File: config.mk
export PLATFORM = sky130hd
export DESIGN_NAME = hex_record_deframer_top
export DESIGN_NICKNAME = d
export VERILOG_FILES = /design/src/hrd_pkg.sv /design/src/hex_record_deframer_top.sv
export SDC_FILE = /design/constraint.sdc
export NUM_CORES = 1
export LEC_CHECK = 0
export ABC_AREA = 1
export BUFFER_PORTS_ARGS = -buffer_cell sky130_fd_sc_hd__clkbuf_2
export CAP_MARGIN = 20
export CELL_PAD_IN_SITES_DETAIL_PLACEMENT = 1
export CELL_PAD_IN_SITES_GLOBAL_PLACEMENT = 1
export CORE_MARGIN = 8
export CORE_UTILIZATION = 47
export DETAILED_ROUTE_END_ITERATION = 6
export PLACE_DENSITY_LB_ADDON = 0.1
export SYNTH_ARGS = -nofsm -noshare
export SYNTH_HDL_FRONTEND = slang
export SYNTH_SLANG_ARGS = --single-unit
File: constraint.sdc
create_clock -name clk -period 6.7 [get_ports clk]
set_input_delay 0.67 -clock clk [delete_from_list [all_inputs] [get_ports clk]]
set_output_delay 0.67 -clock clk [all_outputs]
set_load 0.05 [all_outputs]
File: src/hrd_pkg.sv
package hrd_pkg;

  typedef enum logic [2:0] {
    KIND_NONE       = 3'd0,
    KIND_RECORD     = 3'd1,
    KIND_MISSING    = 3'd2,
    KIND_UNEXPECTED = 3'd3,
    KIND_BADCHAR    = 3'd4
  } kind_t;

  typedef enum logic [3:0] {
    PH_IDLE = 4'b0001,
    PH_D1   = 4'b0010,
    PH_D2   = 4'b0100,
    PH_D3   = 4'b1000
  } phase_t;

  typedef enum logic [0:0] {
    REG_START = 1'b0,
    REG_STEP  = 1'b1
  } reg_idx_t;

  typedef struct packed {
    logic       ok;
    logic [3:0] val;
  } nibble_t;

  localparam logic [15:0] START_RESET = 16'd495;
  localparam logic [7:0]  STEP_RESET  = 8'd5;
  localparam logic [7:0]  MARK_LIMIT  = 8'd64;
  localparam int          SUM_W       = 20;
  localparam int          FOUT_W      = 24;

  function automatic nibble_t nibble_of(input logic [7:0] c);
    nibble_t n;
    n.ok  = 1'b0;
    n.val = 4'd0;
    if (c >= 8'h30 && c <= 8'h39) begin
      n.ok  = 1'b1;
      n.val = 4'(c - 8'h30);
    end else if (c >= 8'h41 && c <= 8'h46) begin
      n.ok  = 1'b1;
      n.val = 4'(c - 8'h37);
    end
    return n;
  endfunction

endpackage

File: src/hex_record_deframer_top.sv
// channel  | handshake             | payload
// ---------+-----------------------+---------------------------------------------
// in       | in_valid / in_ready   | in_high_char[7:0], in_low_char[7:0]
// out      | out_valid / out_ready | out_kind[2:0], out_frequency_quarters[23:0],
//          |                       | out_failure_count[19:0]
// cfg      | cfg_valid / cfg_ready | cfg_index[0:0], cfg_data[15:0]
//
// one item per cycle unless out stalls; out valid rises via input then result reg
// rate set by the single frame state update between input and result registers
// synchronous active-low reset; frequency returns to START_RESET on reset
// out stall holds the result register; one more item parks in the input register
// cfg_ready is always high; a start write also reloads the frequency
module hex_record_deframer_top #(
  parameter int FREQ_WIDTH = 24
) (
  input  logic                 clk,
  input  logic                 rst_n,
  input  logic                 in_valid,
  output logic                 in_ready,
  input  logic [7:0]           in_high_char,
  input  logic [7:0]           in_low_char,
  output logic                 out_valid,
  input  logic                 out_ready,
  output hrd_pkg::kind_t       out_kind,
  output logic [23:0]          out_frequency_quarters,
  output logic [19:0]          out_failure_count,
  input  logic                 cfg_valid,
  output logic                 cfg_ready,
  input  logic [0:0]           cfg_index,
  input  logic [15:0]          cfg_data
);
  import hrd_pkg::*;

  logic                  s1_valid_r, s1_valid_nxt;
  logic [7:0]            s1_hi_r, s1_lo_r;
  logic                  out_valid_r, out_valid_nxt;
  kind_t                 out_kind_r, kind_nxt;
  logic [FOUT_W-1:0]     out_freq_r, fout_nxt;
  logic [SUM_W-1:0]      out_count_r, count_nxt;
  phase_t                phase_r, phase_nxt;
  logic [SUM_W-1:0]      sum_r, sum_nxt;
  logic [FREQ_WIDTH-1:0] freq_r, freq_nxt, freq_inc;
  logic [7:0]            step_r;
  logic                  adv, in_fire, cfg_fire, work;
  nibble_t               nh, nl;
  logic [7:0]            dbyte, dval;
  logic [SUM_W-1:0]      dext;

  assign adv      = !out_valid_r || out_ready;
  assign in_ready = adv || !s1_valid_r;
  assign in_fire  = in_valid && in_ready;
  assign work     = adv && s1_valid_r;
  assign cfg_ready = 1'b1;
  assign cfg_fire = cfg_valid;

  assign s1_valid_nxt  = in_fire ? 1'b1 : (adv ? 1'b0 : s1_valid_r);
  assign out_valid_nxt = adv ? s1_valid_r : out_valid_r;

  assign nh    = nibble_of(s1_hi_r);
  assign nl    = nibble_of(s1_lo_r);
  assign dbyte = {nh.val, nl.val};
  assign dval  = dbyte - MARK_LIMIT;
  assign dext  = SUM_W'(dval);
  assign freq_inc = freq_r + FREQ_WIDTH'(step_r);

  always_comb begin
    kind_nxt  = KIND_NONE;
    phase_nxt = phase_r;
    sum_nxt   = sum_r;
    freq_nxt  = freq_r;
    fout_nxt  = FOUT_W'(freq_r);
    count_nxt = '0;
    if (!nh.ok || !nl.ok) begin
      kind_nxt = KIND_BADCHAR;
    end else if (dbyte < MARK_LIMIT) begin
      freq_nxt  = freq_inc;
      phase_nxt = PH_D1;
      sum_nxt   = '0;
      if (phase_r != PH_IDLE) begin
        kind_nxt = KIND_MISSING;
      end else begin
        fout_nxt = FOUT_W'(freq_inc);
      end
    end else begin
      unique case (phase_r)
        PH_D1: begin
          sum_nxt   = sum_r + dext;
          phase_nxt = PH_D2;
        end
        PH_D2: begin
          sum_nxt   = sum_r + (dext << 6);
          phase_nxt = PH_D3;
        end
        PH_D3: begin
          sum_nxt   = sum_r + (dext << 12);
          count_nxt = sum_nxt;
          kind_nxt  = KIND_RECORD;
          phase_nxt = PH_IDLE;
        end
        default: begin
          kind_nxt = KIND_UNEXPECTED;
          sum_nxt  = '0;
        end
      endcase
    end
  end

  always_ff @(posedge clk) begin
    if (in_fire) begin
      s1_hi_r <= in_high_char;
      s1_lo_r <= in_low_char;
    end
    if (work) begin
      out_kind_r  <= kind_nxt;
      out_freq_r  <= fout_nxt;
      out_count_r <= count_nxt;
    end
    if (!rst_n) begin
      s1_valid_r  <= 1'b0;
      out_valid_r <= 1'b0;
      phase_r     <= PH_IDLE;
      sum_r       <= '0;
      step_r      <= STEP_RESET;
      freq_r      <= FREQ_WIDTH'(START_RESET);
    end else begin
      s1_valid_r  <= s1_valid_nxt;
      out_valid_r <= out_valid_nxt;
      if (cfg_fire) begin
        unique case (reg_idx_t'(cfg_index))
          REG_START: begin
            freq_r  <= FREQ_WIDTH'(cfg_data);
          end
          REG_STEP: step_r <= cfg_data[7:0];
          default: ;
        endcase
      end else if (work) begin
        freq_r <= freq_nxt;
      end
      if (work) begin
        phase_r <= phase_nxt;
        sum_r   <= sum_nxt;
      end
    end
  end

  assign out_valid              = out_valid_r;
  assign out_kind               = out_kind_r;
  assign out_frequency_quarters = out_freq_r;
  assign out_failure_count      = out_count_r;

  a_phase_onehot: assert property (@(posedge clk) disable iff (!rst_n)
    $onehot(phase_r))
    else $error("phase register not one-hot");

  a_count_only_record: assert property (@(posedge clk) disable iff (!rst_n)
    out_valid && out_kind != KIND_RECORD |-> out_failure_count == '0)
    else $error("failure count set on a non-record item");

  a_record_closes_frame: assert property (@(posedge clk) disable iff (!rst_n)
    work && kind_nxt == KIND_RECORD |=> phase_r == PH_IDLE)
    else $error("frame not closed after record");

  a_stall_has_item: assert property (@(posedge clk) disable iff (!rst_n)
    !in_ready |-> s1_valid_r && out_valid_r)
    else $error("input stalled with free pipeline slot");

  a_marker_opens_frame: assert property (@(posedge clk) disable iff (!rst_n)
    work && (kind_nxt == KIND_MISSING) |=> phase_r == PH_D1 && sum_r == '0)
    else $error("missing-data marker did not open a new frame");

endmodule

======== Word-level counts from Yosys, hierarchy flattened ========
Cells that the tools add are included.
storage, ports and cells
  register bits after elaboration ......... 121
  input port bits ......................... 38
  output and inout port bits .............. 50
cells by class
  add/subtract/negate cells ............... 9
  magnitude comparators ................... 9
  equal/unequal tests ..................... 6
  multiplexer cells ....................... 21
  bitwise gates (word level) .............. 2
  reductions and logical operators ........ 23
operators with widths
  operator             number
  $mux 24              8
  $pmux 20 s3          1
  $add 24x8->24        1
  $add 20x14->20       1
  $add 20x20->20       1
  $add 20x8->20        1
  $mux 20              1
  $mux 5               4
  $ge 8x6->1 const B   2
  $ge 8x7->1 const B   2
  $le 8x6->1 const B   2
  $le 8x7->1 const B   2
  $pmux 4 s3           1
  $lt 8x7->1 const B   1
  $sub 4x1->4 const B  2
  $sub 4x3->4 const B  2
  $sub 8x7->8 const B  1
  $logic_and 1x1->1    6
  $reduce_bool 2->1    3
  $eq 4x2->1 const B   1
  $eq 4x3->1 const B   1
  $eq 4x4->1 const B   1
  $logic_not 1->1      4
  $mux 4               1
  other kinds (14)     20

======== Logic depth before layout (Yosys ltp) ========
Gate-level depths: netlist (run 1).
  depth after elaboration ................. 9
  depth in mapped cells ................... 23
  gate-level depth less buffers ........... 23

======== Least setup slack after synthesis (run 1) ========
OpenSTA, ideal clock, no wires.
  path type ............................... register to register
  start ................................... register s1_hi_r[1]
  end ..................................... register sum_r[17]
  library setup time ...................... 0.135 ns
  arrival ................................. 2.752 ns
  data required time ...................... 6.565 ns
  setup slack ............................. 3.813 ns
  cell stages (with the launch flop) ...... 21
  path buffers ............................ 0
  period minus slack after synthesis ...... 2.887 ns
  cell sequence ........................... edfxtp_1 -> inv_1 -> ha_1 -> inv_1 -> o211ai_1 -> nand2_2 -> nand2_4 -> nand3_1 -> ha_1 -> inv_1 -> ha_1 -> nand2_1 -> inv_1 -> a21oi_1 -> nand3_1 -> nand2_1 -> nand2_1 -> nand3_1 -> nand3_1 -> nand2_1 -> a21oi_1
on the way
  longest elaborated chain between the ends .. 8
  elaborated cells between the ends (all ways) .. 21
  classes of those cells .................. add/sub: 6; order compare: 5; mux: 4; bitwise: 1; reduce/logical: 5
ends and longest elaborated chain
  item                                            line                                                          RTL
  start, declared                                 hex_record_deframer_top.sv:35                                 logic [7:0] s1_hi_r, s1_lo_r;
  start signal, assigned                          hex_record_deframer_top.sv:110                                s1_hi_r <= in_high_char;
  $ge 8x7->1 or $le 8x7->1 (tied branches)        hrd_pkg.sv:41                                                 end else if (c >= 8'h41 && c <= 8'h46) begin
  $logic_and 1x1->1                               hrd_pkg.sv:41
  $mux 5                                          hrd_pkg.sv:41
  $mux 5 *                                        hrd_pkg.sv:38                                                 if (c >= 8'h30 && c <= 8'h39) begin
  $sub 8x7->8 or $logic_not 1->1 (tied branches)  hex_record_deframer_top.sv:62, hex_record_deframer_top.sv:73
  $add 20x20->20 (tied with other cells)          hex_record_deframer_top.sv:95                                 sum_nxt = sum_r + (dext << 12);
  $pmux 20 s3 or $not 1->1 (tied branches)        -
  $mux 20 or $reduce_and 2->1 (tied branches)     -
  end signal, assigned                            hex_record_deframer_top.sv:141                                sum_r <= sum_nxt;
  end, declared                                   hex_record_deframer_top.sv:41                                 logic [SUM_W-1:0] sum_r, sum_nxt;
Mark *: on every way between the ends. The rest lies on a longest branch, timed or not.
A chain may end at the register's enable or synchronous reset.

======== Final worst setup path (run 1) ========
  start ................................... register s1_hi_r[0]
  end ..................................... register freq_r[23]
on the way
  longest elaborated chain between the ends .. 8
  elaborated cells between the ends (all ways) .. 16
  classes of those cells .................. add/sub: 2; order compare: 5; eq/ne: 1; mux: 2; reduce/logical: 6
ends and longest elaborated chain
  item                                                line                            RTL
  $ge 8x7->1 or $le 8x7->1 (tied branches)            hrd_pkg.sv:41
  $logic_and 1x1->1                                   hrd_pkg.sv:41
  $mux 5                                              hrd_pkg.sv:41
  $mux 5 *                                            hrd_pkg.sv:38
  branches (longest 3 deep; another with $lt 8x7->1)  -
  $reduce_and 4->1 (no line) *                        -
  end signal, assigned                                hex_record_deframer_top.sv:124  freq_r <= FREQ_WIDTH'(START_RESET);
  end signal, assigned                                hex_record_deframer_top.sv:131  freq_r <= FREQ_WIDTH'(cfg_data);
  end signal, assigned                                hex_record_deframer_top.sv:137  freq_r <= freq_nxt;
  end, declared                                       hex_record_deframer_top.sv:42   logic [FREQ_WIDTH-1:0] freq_r, freq_nxt, freq_inc;
Mark *: on every way between the ends.

==> metrics.log, run 1 <==
[metrics] gr usage total: 23.5%
[metrics] Clock Latency Late Sink: 0.43 ns
[metrics] Post-CTS Hold Buffers: 0
[metrics] cell-by-cell listing of the critical path: inv_1 > ha_1 > nand2_1 > o211ai_1 > nand2_2 > nand2_4 > nand3_1 > ha_1 > inv_1 > a21oi_1 > nand3_4 > inv_2 > nand2_1 > nand2_1 > nand2_1 > nor2_1
[metrics] synthesized area divided by synthesized cell count: 7.42 um2
[metrics] prevailing post-synth register cell: sky130_fd_sc_hd__edfxtp_1
[metrics] fraction of final layout cells with drive strength greater than 1: 14.8%
[metrics] pin count of the biggest net entering global routing: 33
[metrics] P&R area growth vs syn: 15.1%
[metrics] ranking of synthesized cells by area: sky130_fd_sc_hd__edfxtp_1 24%, sky130_fd_sc_hd__nand2_1 15%, sky130_fd_sc_hd__dfxtp_1 15%
[metrics] number of levels the H-tree was split into: 4
[metrics] final period utilization: between 50% and 60%
[metrics] critical path fanouts, max: 23
[metrics] minimum hold slack: 0.419 ns
[metrics] input/output buffers: between 80 and 90
[metrics] wire length per cell: 17.9 um
[metrics] DIE HEIGHT: 145 um
[metrics] number of remaining DRC errors: 0
[metrics] combined buffer and inverter count along the critical path: 3
[metrics] Starting Density: between 40 and 50%
[metrics] final max-slew violation count: 0
[metrics] initial antenna violation count: 0
[metrics] Critical Path RT: around 7 ns
[metrics] achievable clock frequency: 0.278 GHz
[metrics] Synth top area share: 24.0%
[metrics] maxcap violations: 0
[metrics] antenna-violating nets left: 0
[metrics] gpl congestion: 0.890
[metrics] floorplan die area: roughly 21,000 um2
[metrics] class of the tightest hold or removal check: input port to flop
[metrics] crit path launch: s1_hi_r[0]
[metrics] kind of cell adding the most delay to the critical path: simple AND/OR/NAND/NOR gates
[metrics] Site Rows: 47
[metrics] setup TNS after final layout: 0 ns
[metrics] most repeated cell in the gate-level netlist after synthesis: sky130_fd_sc_hd__nand2_1
[metrics] hold wc startpoint: in_low_char[5]
[metrics] busiest layer in global routing: met2
[metrics] post-synthesis net count: 1,146
[metrics] number of inserted filler cells in the final layout: 2,123
[metrics] CTS Sinks: ~120
[metrics] endpoint class of the critical path: flop
[metrics] most frequent cells after synthesis: 315 x sky130_fd_sc_hd__nand2_1, 110 x sky130_fd_sc_hd__inv_1, 96 x sky130_fd_sc_hd__nor2_1
[metrics] sequential cell area fraction in the yosys report: 38.8%
[metrics] GR met3 Demand/Resource: 4.51%
[metrics] CP max stage cell: sky130_fd_sc_hd__ha_1
[metrics] drt first-iter violations: 412
[metrics] Clk pin slew, worst setup/hold paths: about 0.060 ns
[metrics] number of setup buffers added after CTS: 0
[metrics] Total Routed Length: 24.6 mm
[metrics] total congestion overflow: 0
[metrics] final worst path period need: approximately 3.6 ns
[metrics] relative slew slack: 42.1%
[metrics] count of cell types in the netlist: between 40 and 50
[metrics] number of flops mapped to enable cells by yosys: 63
[metrics] global-route wire length before repair: about 40 mm
[metrics] startpoint type of the worst setup path: flop
[metrics] warning count from the yosys run: 0
[metrics] reg-to-reg startpoint: s1_hi_r[0]
[metrics] Synth async-reset ratio: 0%
[metrics] number of buffers created by CTS: 17
[metrics] vias in the first global route: 7,883
[metrics] Max stage delay on crit path: between 0.5 and 0.6 ns
[metrics] via-per-instance ratio: 5.43
[metrics] cell mode on critical path: sky130_fd_sc_hd__nand2_1
[metrics] Tightest Pin Transition: 0.866 ns
[metrics] first-pass iteration count of the detailed router: 5
[metrics] via count: about 7,500
[metrics] Mapped Cells: around 1,100
[metrics] worst-case setup margin in the final layout: 3.11 ns
[metrics] netlist area before placement: 7870 um2
[metrics] met1 usage in global routing: 25.8%
[metrics] flip-flop and latch count after synthesis: ~120
[metrics] number of nets in the finished design: 1,229
[metrics] post-cts repair resize count: 0
[metrics] total power per unit cell area: approximately 220 nW/um2
[metrics] number of top-level design ports: 88
[metrics] DP Worst Slack: 3.15 ns
[metrics] Core Footprint: 16,500 um2
[metrics] worst-case vdd ir drop: 168 uV
[metrics] largest buffer count on any clock path: 2
[metrics] Data arrival, critical path: roughly 4 ns
[metrics] CTS root buffer: sky130_fd_sc_hd__clkbuf_16
[metrics] estimated wirelength of the detail-placed design: ~18 mm
[metrics] final hold viol count: 0
[metrics] unrepaired setup endpoints after global routing: no
[metrics] Setup CP Type: flop to flop
[metrics] Layout Skew: 0.0111 ns
[metrics] CTS tree: done
[metrics] dominant cell type by area after synthesis: sky130_fd_sc_hd__edfxtp_1
[metrics] Die Wd: 145 um
[metrics] outcome: finished, final reports clean
[metrics] met2 track demand over resource: 43.3%
[metrics] number of antenna diodes: 0
[metrics] leakage power total: 4.08 nW
[metrics] number of endpoints failing setup at the final stage: 0
-- through the flow --
stage,util [%],cell area [um2],std cells,power [mW]
2_1_floorplan,-,7870,1061,1.01
3_3_place_gp,51.3,8450,1345,1.07
3_5_place_dp,51.3,8450,1345,1.08
4_1_cts,55.0,9060,1377,2.01
5_1_grt,55.0,9060,1377,2.07
6_report,55.0,9060,1377,2.00
-- routing by layer --
metal,routed length (um),vias to the layer above
li1,-,3647
met1,10100,3609
met2,12900,165
met3,949,57
met4,747,0
met5,0,-
-- final timing paths --
kind	to	slack, ns	depth (start not counted)
worst min register to register	step_r[5]	0.49	2
worst max register to register	freq_r[23]	3.11	16
worst min-delay path	s1_lo_r[5]	0.42	1
worst max-delay path	freq_r[23]	3.11	16
-- power by group --
| group | switching, mW | internal (mW) | total [mW] |
|---|---|---|---|
| Sequential | 0.0200 | 0.811 | 0.831 |
| Clock | 0.366 | 0.570 | 0.935 |
| Combinational | 0.169 | 0.0649 | 0.234 |
| Total | 0.555 | 1.45 | 2.00 |
-- placed cells by master (no fill, tap or decap), types with 8 or more instances in the layout --
master,count
sky130_fd_sc_hd__a21oi_1,74
sky130_fd_sc_hd__clkbuf_16,19
sky130_fd_sc_hd__clkbuf_2,86
sky130_fd_sc_hd__dfxtp_1,58
sky130_fd_sc_hd__edfxtp_1,63
sky130_fd_sc_hd__ha_1,43
sky130_fd_sc_hd__inv_1,109
sky130_fd_sc_hd__inv_2,14
sky130_fd_sc_hd__nand2_1,315
sky130_fd_sc_hd__nand3_1,95
sky130_fd_sc_hd__nand4_1,10
sky130_fd_sc_hd__nor2_1,96
sky130_fd_sc_hd__nor3_1,16
sky130_fd_sc_hd__o211ai_1,9
sky130_fd_sc_hd__o21ai_0,26
sky130_fd_sc_hd__o21ai_1,14
sky130_fd_sc_hd__or2_2,8
sky130_fd_sc_hd__xor2_1,19
-- worst reg2reg max path, delay by kind of cell, from the launching register on --
family	cells	cell delay, ns
DFF	1	0.45
AOI/OAI and AO/OA	2	0.35
and+or+nand+nor	9	1.27
adders and majority gates	2	0.74
buffers and inverters	3	0.73
-- kinds of logic (layout without fill, tap and decap cells) --
family / count (synthesis) / in the layout / synth area share (%)
AND/OR/NAND/NOR: 573 / 573 / 32.4
buffers and inverters: 151 / 247 / 7.92
AO/OA/AOI/OAI: 142 / 142 / 10.1
flip-flops: 121 / 121 / 38.8
adder cells (fa/ha/maj): 47 / 47 / 7.85
XOR/XNOR: 24 / 24 / 2.67
multiplexers: 2 / 2 / 0.254
other: 1 / 1 / 0.0476
-- flip-flops by register name, indices dropped and copies added, names as in the netlist --
signal and flops:
freq_r 24, out_frequency_quarters 24, out_failure_count 20, sum_r 20, s1_hi_r 8, s1_lo_r 8, step_r 8, phase_r 4
out_kind 3, out_valid 1, s1_valid_r 1
-- final cells by class --
type | instances | area [um2] | share of cell area (%)
Inverter | 125 | 472 | 5.21
Clock inverter | 10 | 105 | 1.16
Clock buffer | 22 | 497 | 5.48
Sequential cell | 121 | 3050 | 33.7
Tap cell | 220 | 275 | 3.04
Multi-Input combinational cell | 789 | 4190 | 46.3
Timing Repair Buffer | 90 | 460 | 5.08
(Power assumes the default switching activity.)
==> run 2, diff against run 1 <==
- ABC_AREA: 1 -> 0
- CORE_UTILIZATION: 47 -> 41
- clock period: 6.7 -> 3.2 ns (I/O delays scaled with it)
==> metrics.log, run 2 <==
[metrics] placed instance area: 8550 um2 (+1.1%)
[metrics] combined buffer and inverter count along the critical path: 3 (unchanged)
[metrics] Synth async-reset ratio: 0% (unchanged)
[metrics] number of flops mapped to enable cells by yosys: 63 (unchanged)
[metrics] cell mode on critical path: sky130_fd_sc_hd__ha_4
[metrics] number of antenna diodes: 0 (unchanged)
[metrics] synthesized area divided by synthesized cell count: 9.41 um2 (+27%)
[metrics] number of endpoints failing setup at the final stage: 17 (+17)
[metrics] netlist area before placement: 7350 um2 (-6.6%)
[metrics] CTS root buffer: sky130_fd_sc_hd__clkbuf_16
[metrics] critical path fanouts, max: 4 (-83%)
[metrics] ranking of synthesized cells by area: sky130_fd_sc_hd__edfxtp_1 26%, sky130_fd_sc_hd__dfxtp_1 16%, sky130_fd_sc_hd__ha_1 7.3%
[metrics] setup TNS after final layout: -3.83 ns (-3.83 ns)
[metrics] final max-slew violation count: 0 (unchanged)
[metrics] leakage power total: 3.92 nW (-3.8%)
[metrics] prevailing post-synth register cell: sky130_fd_sc_hd__edfxtp_1
[metrics] Critical Path RT: 3.52 ns (-3.54 ns)
[metrics] worst-case vdd ir drop: 405 uV (+140%)
[metrics] maxcap violations: 0 (unchanged)
[metrics] number of remaining DRC errors: 2 (+2)
[metrics] Tightest Pin Transition: 1.06 ns (+0.193 ns)
[metrics] fraction of final layout cells with drive strength greater than 1: 37.9% (+23 points)
[metrics] reg-to-reg startpoint: s1_hi_r[0]
[metrics] endpoint class of the critical path: flop
[metrics] most frequent cells after synthesis: 92 x sky130_fd_sc_hd__nand2_1, 72 x sky130_fd_sc_hd__nor2_1, 63 x sky130_fd_sc_hd__edfxtp_1
[metrics] antenna-violating nets left: 0 (unchanged)
[metrics] pin count of the biggest net entering global routing: 51 (+55%)
[metrics] hold wc startpoint: in_low_char[3]
[metrics] final hold viol count: 0 (unchanged)
[metrics] most common library cell in the layout ignoring fill and taps: sky130_fd_sc_hd__buf_4
[metrics] achievable clock frequency: 0.281 GHz (+0.88%)
[metrics] via count: 6,926 (-7.4%)
[metrics] warning count from the yosys run: 0 (unchanged)
[metrics] number of top-level design ports: 88 (unchanged)
[metrics] Post-CTS Hold Buffers: 0 (unchanged)
[metrics] number of buffers created by CTS: 17 (unchanged)
[metrics] total congestion overflow: 0 (unchanged)
[metrics] Total Routed Length: 26.6 mm (+8.0%)
[metrics] vias in the first global route: 7,366 (-6.6%)
[metrics] Starting Density: 41.4% (-6.4 points)
[metrics] wire length per cell: 22.1 um (+24%)
[metrics] Layout Skew: 0.0190 ns (+0.00788 ns)
[metrics] minimum hold slack: 0.0611 ns (-0.358 ns)
[metrics] floorplan die area: 22,500 um2 (+6.3%)
[metrics] number of inserted filler cells in the final layout: 1,998 (-5.9%)
[metrics] Setup CP Type: flop to flop
[metrics] count of cell types in the netlist: 83 (+73%)
[metrics] number of levels the H-tree was split into: 4 (unchanged)
[metrics] Final Instance Count excl. Fillers: 1,204 (-13%)
[metrics] number of nets in the finished design: 1,048 (-15%)
[metrics] crit path launch: s1_hi_r[0]
[metrics] via-per-instance ratio: 5.75 (+5.9%)
[metrics] placed insts: 1,142 (-15%)
[metrics] Die Wd: 150 um (+3.1%)
[metrics] dominant cell type by area after synthesis: sky130_fd_sc_hd__edfxtp_1
[metrics] worst-case setup margin in the final layout: -0.361 ns (-3.47 ns)
[metrics] final period utilization: 111% (+58 points)
[metrics] DIE HEIGHT: 150 um (+3.1%)
[metrics] most repeated cell in the gate-level netlist after synthesis: sky130_fd_sc_hd__nand2_1
[metrics] final design instance area without fill: 10,200 um2 (+12%)
[metrics] largest buffer count on any clock path: 2 (unchanged)
[metrics] Site Rows: 49 (+4.3%)
[metrics] initial antenna violation count: 0 (unchanged)
[metrics] gr usage total: 22.6% (-0.83 points)
[metrics] global-route wire length before repair: 39.7 mm (-0.85%)
[metrics] share of the core filled with cells in the final layout: 57.2% (+2.2 points)
[metrics] final worst path period need: 3.56 ns (-0.0312 ns)
[metrics] kind of cell adding the most delay to the critical path: compound AO/OA/AOI/OAI gates
[metrics] class of the tightest hold or removal check: input port to flop
[metrics] Clk pin slew, worst setup/hold paths: 0.06 ns (about the same)
[metrics] Synth top area share: 25.7% (+1.7 points)
[metrics] first-pass iteration count of the detailed router: 7 (+2)
[metrics] P&R area growth vs syn: 38.3%
[metrics] gpl congestion: 0.904 (+1.6%)
[metrics] drt first-iter violations: 395 (-4.1%)
[metrics] Core Footprint: 17,800 um2 (+8.0%)
[metrics] CTS tree: done
[metrics] top library cells by usage in the layout, fill and taps aside: 96 x sky130_fd_sc_hd__buf_4, 87 x sky130_fd_sc_hd__nand2_1, 86 x sky130_fd_sc_hd__clkbuf_2, 63 x sky130_fd_sc_hd__edfxtp_1, 62 x sky130_fd_sc_hd__nor2_1
[metrics] startpoint type of the worst setup path: flop
[metrics] Data arrival, critical path: 3.88 ns (-0.07 ns)
[metrics] failing checks: design-rule violations, negative setup slack
[metrics] Clock Latency Late Sink: 0.43 ns (about the same)
[metrics] post-synthesis net count: 866 (-24%)
[metrics] Mapped Cells: 781 (-26%)
[metrics] estimated wirelength of the detail-placed design: 17.2 mm (-4.5%)
[metrics] outcome: finished with violations
[metrics] total power per unit cell area: 400 nW/um2 (+81%)
[metrics] CTS Sinks: 121 (unchanged)
[metrics] sequential cell area fraction in the yosys report: 41.5% (+2.7 points)
[metrics] unrepaired setup endpoints after global routing: yes
[metrics] cell-by-cell listing of the critical path: buf_6 > ha_4 > or3b_1 > and4_4 > a21oi_2 > nor2_2 > a31oi_4 > ha_4 > inv_6 > ha_4 > a21oi_4 > nand2_4 > buf_6 > o2111ai_4 > xor2_1 > o211ai_1 > a32o_1
[metrics] CP max stage cell: sky130_fd_sc_hd__edfxtp_1
[metrics] flip-flop and latch count after synthesis: 121 (unchanged)
[metrics] relative slew slack: 29.1% (-13 points)
[metrics] Max stage delay on crit path: 0.43 ns (-0.10 ns)
[metrics] input/output buffers: 86 (unchanged)
-- run 2: cell types whose count changed after synthesis, sizes merged, moves of 17 or more --
cell,delta
nand2,-228
inv,-94
nand3,-73
nor2,-30
xnor2,+29
a21oi,-23
and2,+17
-- run 2: area by class of cell --
type                            instances  area (um2)  share of cell area, %
Multi-Input combinational cell        597        4860                   47.8
Sequential cell                       121        3050                   30.0
Timing Repair Buffer                  196        1320                   13.0
Clock buffer                           21         450                   4.43
Tap cell                              229         287                   2.82
Inverter                               30         120                   1.18
Clock inverter                         10        80.1                  0.788
-- run 2: kinds of logic (layout without fill, tap and decap cells) --
logic type,count (synthesis),count (layout),share of synthesized area [%]
adders and majority gates,47,47,8.41
buffers and inverters,63,257,3.86
and+or+nand+nor,292,292,20.5
other,1,1,0.0510
DFF,121,121,41.5
muxes,4,4,0.596
AOI/OAI and AO/OA,198,198,18.5
xor gates and xnor gates,55,55,6.55
-- run 2: worst register-to-register path, delay by kind of cell (launching register included) --
family	cells	cell delay (ns)
fa+ha+maj	3	0.64
buf+inv	3	0.36
xor+xnor	1	0.22
simple gates	4	0.74
compound gates	6	1.06
flops	1	0.43
-- run 2: per-stage QoR --
step	power (mW)	worst slack, ns
floorplan	2.08	-0.132
global placement	2.22	-0.216
detailed placement	2.24	-0.456
CTS	4.07	-0.144
global route	4.19	-0.497
finish	4.07	-0.361
-- run 2: final timing paths --
check / endpoint / cells after the start / slack, ns
worst max register to register: sum_r[13] / 17 / -0.36
worst min register to register: step_r[3] / 2 / 0.46
worst min-delay path: s1_lo_r[3] / 1 / 0.06
worst max-delay path: sum_r[13] / 17 / -0.36
-- run 2: timing repair --
| item | in CTS | in global routing |
|---|---|---|
| buffers inserted | 15 | 17 |
| endpoints found under the setup margin | 47 | 46 |
| pin swaps | 54 | 52 |
| resized for setup | 101 | 71 |
| gates cloned | 0 | 0 |
-- run 2: per-layer routing --
metal	part of all wire [%]	routed length [um]	GRT usage [%]	up-vias
met1	39	10300	24.9	3455
met2	53	14100	41.2	212
met5	0	0	0	-
met4	3.6	950	9.55	0
li1	-	-	-	3199
met3	4.5	1210	4.96	60
-- run 2: report_power, final --
group          switching, mW  leakage, nW  internal (mW)
Combinational          0.354         2.62          0.196
Sequential            0.0348         1.05           1.69
Clock                  0.722        0.255           1.07
Total                   1.11         3.92           2.96
==> run 3, diff against run 2 <==
- SETUP_SLACK_MARGIN: unset -> 0.1
==> metrics.log, run 3 (same netlist as run 2, synthesis figures left out) <==
[metrics] outcome: finished with violations
[metrics] failing checks: negative setup slack
[metrics] leakage power total: 4.08 nW (+3.9%)
[metrics] Setup CP Type: flop to flop
[metrics] floorplan die area: 22,500 um2 (unchanged)
[metrics] share of the core filled with cells in the final layout: 58.9% (+1.8 points)
[metrics] hold depth: 1 (unchanged)
[metrics] Clock Latency Late Sink: 0.42 ns (about the same)
[metrics] antenna-violating nets left: 0 (unchanged)
[metrics] Starting Density: 41.4% (unchanged)
[metrics] fraction of final layout cells with drive strength greater than 1: 41.1% (+3.2 points)
[metrics] Core Footprint: 17,800 um2 (unchanged)
[metrics] relative slew slack: 26.6% (-2.5 points)
[metrics] pin count of the biggest net entering global routing: 51 (unchanged)
[metrics] total power per unit cell area: 403 nW/um2 (+0.68%)
[metrics] input/output buffers: 86 (unchanged)
[metrics] cells on worst reg2reg path: 18 (+1)
[metrics] number of remaining DRC errors: 0 (-2)
[metrics] Post-CTS Hold Buffers: 0 (unchanged)
[metrics] Total Routed Length: 25.7 mm (-3.4%)
[metrics] estimated wirelength of the detail-placed design: 17.0 mm (-0.84%)
[metrics] number of buffers created by CTS: 17 (unchanged)
[metrics] largest buffer count on any clock path: 2 (unchanged)
[metrics] number of top-level design ports: 88 (unchanged)
[metrics] CTS root buffer: sky130_fd_sc_hd__clkbuf_16
[metrics] unrepaired setup endpoints after global routing: yes
[metrics] number of levels the H-tree was split into: 4 (unchanged)
[metrics] most common library cell in the layout ignoring fill and taps: sky130_fd_sc_hd__buf_4
[metrics] via-per-instance ratio: 5.59 (-2.8%)
[metrics] endpoint class of the critical path: flop
[metrics] Site Rows: 49 (unchanged)
[metrics] CTS tree: done
[metrics] Die Wd: 150 um (unchanged)
[metrics] total congestion overflow: 0 (unchanged)
[metrics] Clk pin slew, worst setup/hold paths: 0.06 ns (about the same)
[metrics] vias in the first global route: 7,330 (-0.49%)
[metrics] final max-slew violation count: 0 (unchanged)
[metrics] maxcap violations: 0 (unchanged)
[metrics] initial antenna violation count: 0 (unchanged)
[metrics] global-route wire length before repair: 38.4 mm (-3.2%)
[metrics] P&R area growth vs syn: 42.5%
[metrics] worst-case setup margin in the final layout: -0.275 ns (+0.0862 ns)
[metrics] via count: 6,842 (-1.2%)
[metrics] final period utilization: 109% (-2.7 points)
[metrics] drt first-iter violations: 354 (-10%)
[metrics] top library cells by usage in the layout, fill and taps aside: 105 x sky130_fd_sc_hd__buf_4, 86 x sky130_fd_sc_hd__clkbuf_2, 83 x sky130_fd_sc_hd__nand2_1, 63 x sky130_fd_sc_hd__edfxtp_1, 58 x sky130_fd_sc_hd__dfxtp_1
[metrics] Layout Skew: 0.0101 ns (-0.00890 ns)
[metrics] number of endpoints failing setup at the final stage: 17 (unchanged)
[metrics] number of antenna diodes: 0 (unchanged)
[metrics] class of the tightest hold or removal check: input port to flop
[metrics] final hold viol count: 0 (unchanged)
[metrics] gr usage total: 21.7% (-0.90 points)
[metrics] critical path fanouts, max: 4 (unchanged)
[metrics] first-pass iteration count of the detailed router: 4 (-3)
[metrics] achievable clock frequency: 0.288 GHz (+2.5%)
[metrics] worst-case vdd ir drop: 387 uV (-4.5%)
[metrics] DP Worst Slack: -0.397 ns (+0.0596 ns)
[metrics] CTS Sinks: 121 (unchanged)
[metrics] number of nets in the finished design: 1,067 (+1.8%)
[metrics] final worst path period need: 3.48 ns (-0.0862 ns)
[metrics] Data arrival, critical path: 3.78 ns (-0.10 ns)
[metrics] Critical Path RT: 3.50 ns (-0.02 ns)
[metrics] startpoint type of the worst setup path: flop
[metrics] Tightest Pin Transition: 1.10 ns (+0.0367 ns)
[metrics] DIE HEIGHT: 150 um (unchanged)
[metrics] wire length per cell: 21.0 um (-5.0%)
[metrics] gpl congestion: 0.886 (-2.0%)
==> run 3: cell count changes in the layout (fill, tap and decap cells not counted), sizes merged <==
cell	change
buf	+17
nor3	+1
inv	+4
clkinvlp	+2
clkinv	-3
bufinv	+1
clkbuf	-2
==> run 3: layout make-up <==
class,count,area (um2)
inverter,30,120
clock inverter,14,144
timing repair buffer,214,1510
sequential,121,3050
multi-input combinational,598,4930
tap,229,287
fill,1959,7300
clock buffer,18,439
==> run 3: worst max-delay path: stages, from the launching register on <==
cell                       delay, ns
sky130_fd_sc_hd__edfxtp_1       0.44
sky130_fd_sc_hd__inv_2          0.11
sky130_fd_sc_hd__ha_4           0.13
sky130_fd_sc_hd__or3b_4         0.37
sky130_fd_sc_hd__and4_4         0.22
sky130_fd_sc_hd__a21oi_2        0.13
sky130_fd_sc_hd__nor2_1         0.06
sky130_fd_sc_hd__a31oi_2        0.22
sky130_fd_sc_hd__ha_4           0.26
sky130_fd_sc_hd__inv_6          0.08
sky130_fd_sc_hd__buf_6          0.11
sky130_fd_sc_hd__ha_4           0.20
sky130_fd_sc_hd__a21oi_2        0.15
sky130_fd_sc_hd__nor2_2         0.07
sky130_fd_sc_hd__a31oi_4        0.20
sky130_fd_sc_hd__nor2_1         0.08
sky130_fd_sc_hd__a21oi_1        0.20
sky130_fd_sc_hd__a31oi_1        0.12
sky130_fd_sc_hd__a32o_1         0.21
==> run 3: worst paths after layout <==
kind / start / endpoint / slack [ns]
hold / removal: in_high_char[4] / s1_hi_r[4] / 0.07
setup / recovery: s1_hi_r[0] / sum_r[15] / -0.28
setup reg to reg: s1_hi_r[0] / sum_r[15] / -0.28
hold reg to reg: step_r[7] / step_r[7] / 0.46
==> run 3: timing repair <==
| item | 4_1_cts | 5_1_grt |
|---|---|---|
| setup endpoints to repair | 59 | 91 |
| pin swaps | 51 | 72 |
| setup buffers | 28 | 23 |
| cloned | 0 | 2 |
| endpoints found under the hold margin | 0 | 0 |
| gates resized for setup | 81 | 115 |
==> run 3: power breakdown <==
group	switching [mW]	internal (mW)
clock network	0.761	1.17
registers	0.0364	1.69
logic	0.361	0.204
total	1.16	3.06
==> run 3: routing by layer <==
layer | wire length, um | global-route usage [%] | vias to the layer above
li1 | - | - | 3242
met1 | 10100 | 24.4 | 3390
met2 | 13700 | 39.9 | 165
met3 | 1230 | 4.69 | 45
met4 | 663 | 7.25 | 0
met5 | 0 | 0 | -
==> run 3: per-stage QoR <==
| step | setup TNS (ns) | hold WS (ns) | instances | cell area, um2 | total power [mW] |
|---|---|---|---|---|---|
| 6_report | -2.62 | 0.0744 | 1224 | 10500 | 4.22 |
| 5_1_grt | -5.44 | 0.0493 | 1224 | 10500 | 4.36 |
| 4_1_cts | -1.79 | 0.0554 | 1202 | 9760 | 4.20 |
| 3_5_place_dp | -6.24 | 0.454 | 1142 | 8600 | 2.24 |
| 3_3_place_gp | -1.87 | 0.449 | 1142 | 8600 | 2.22 |
| 2_1_floorplan | -0.697 | 0.419 | 781 | 7460 | 2.08 |
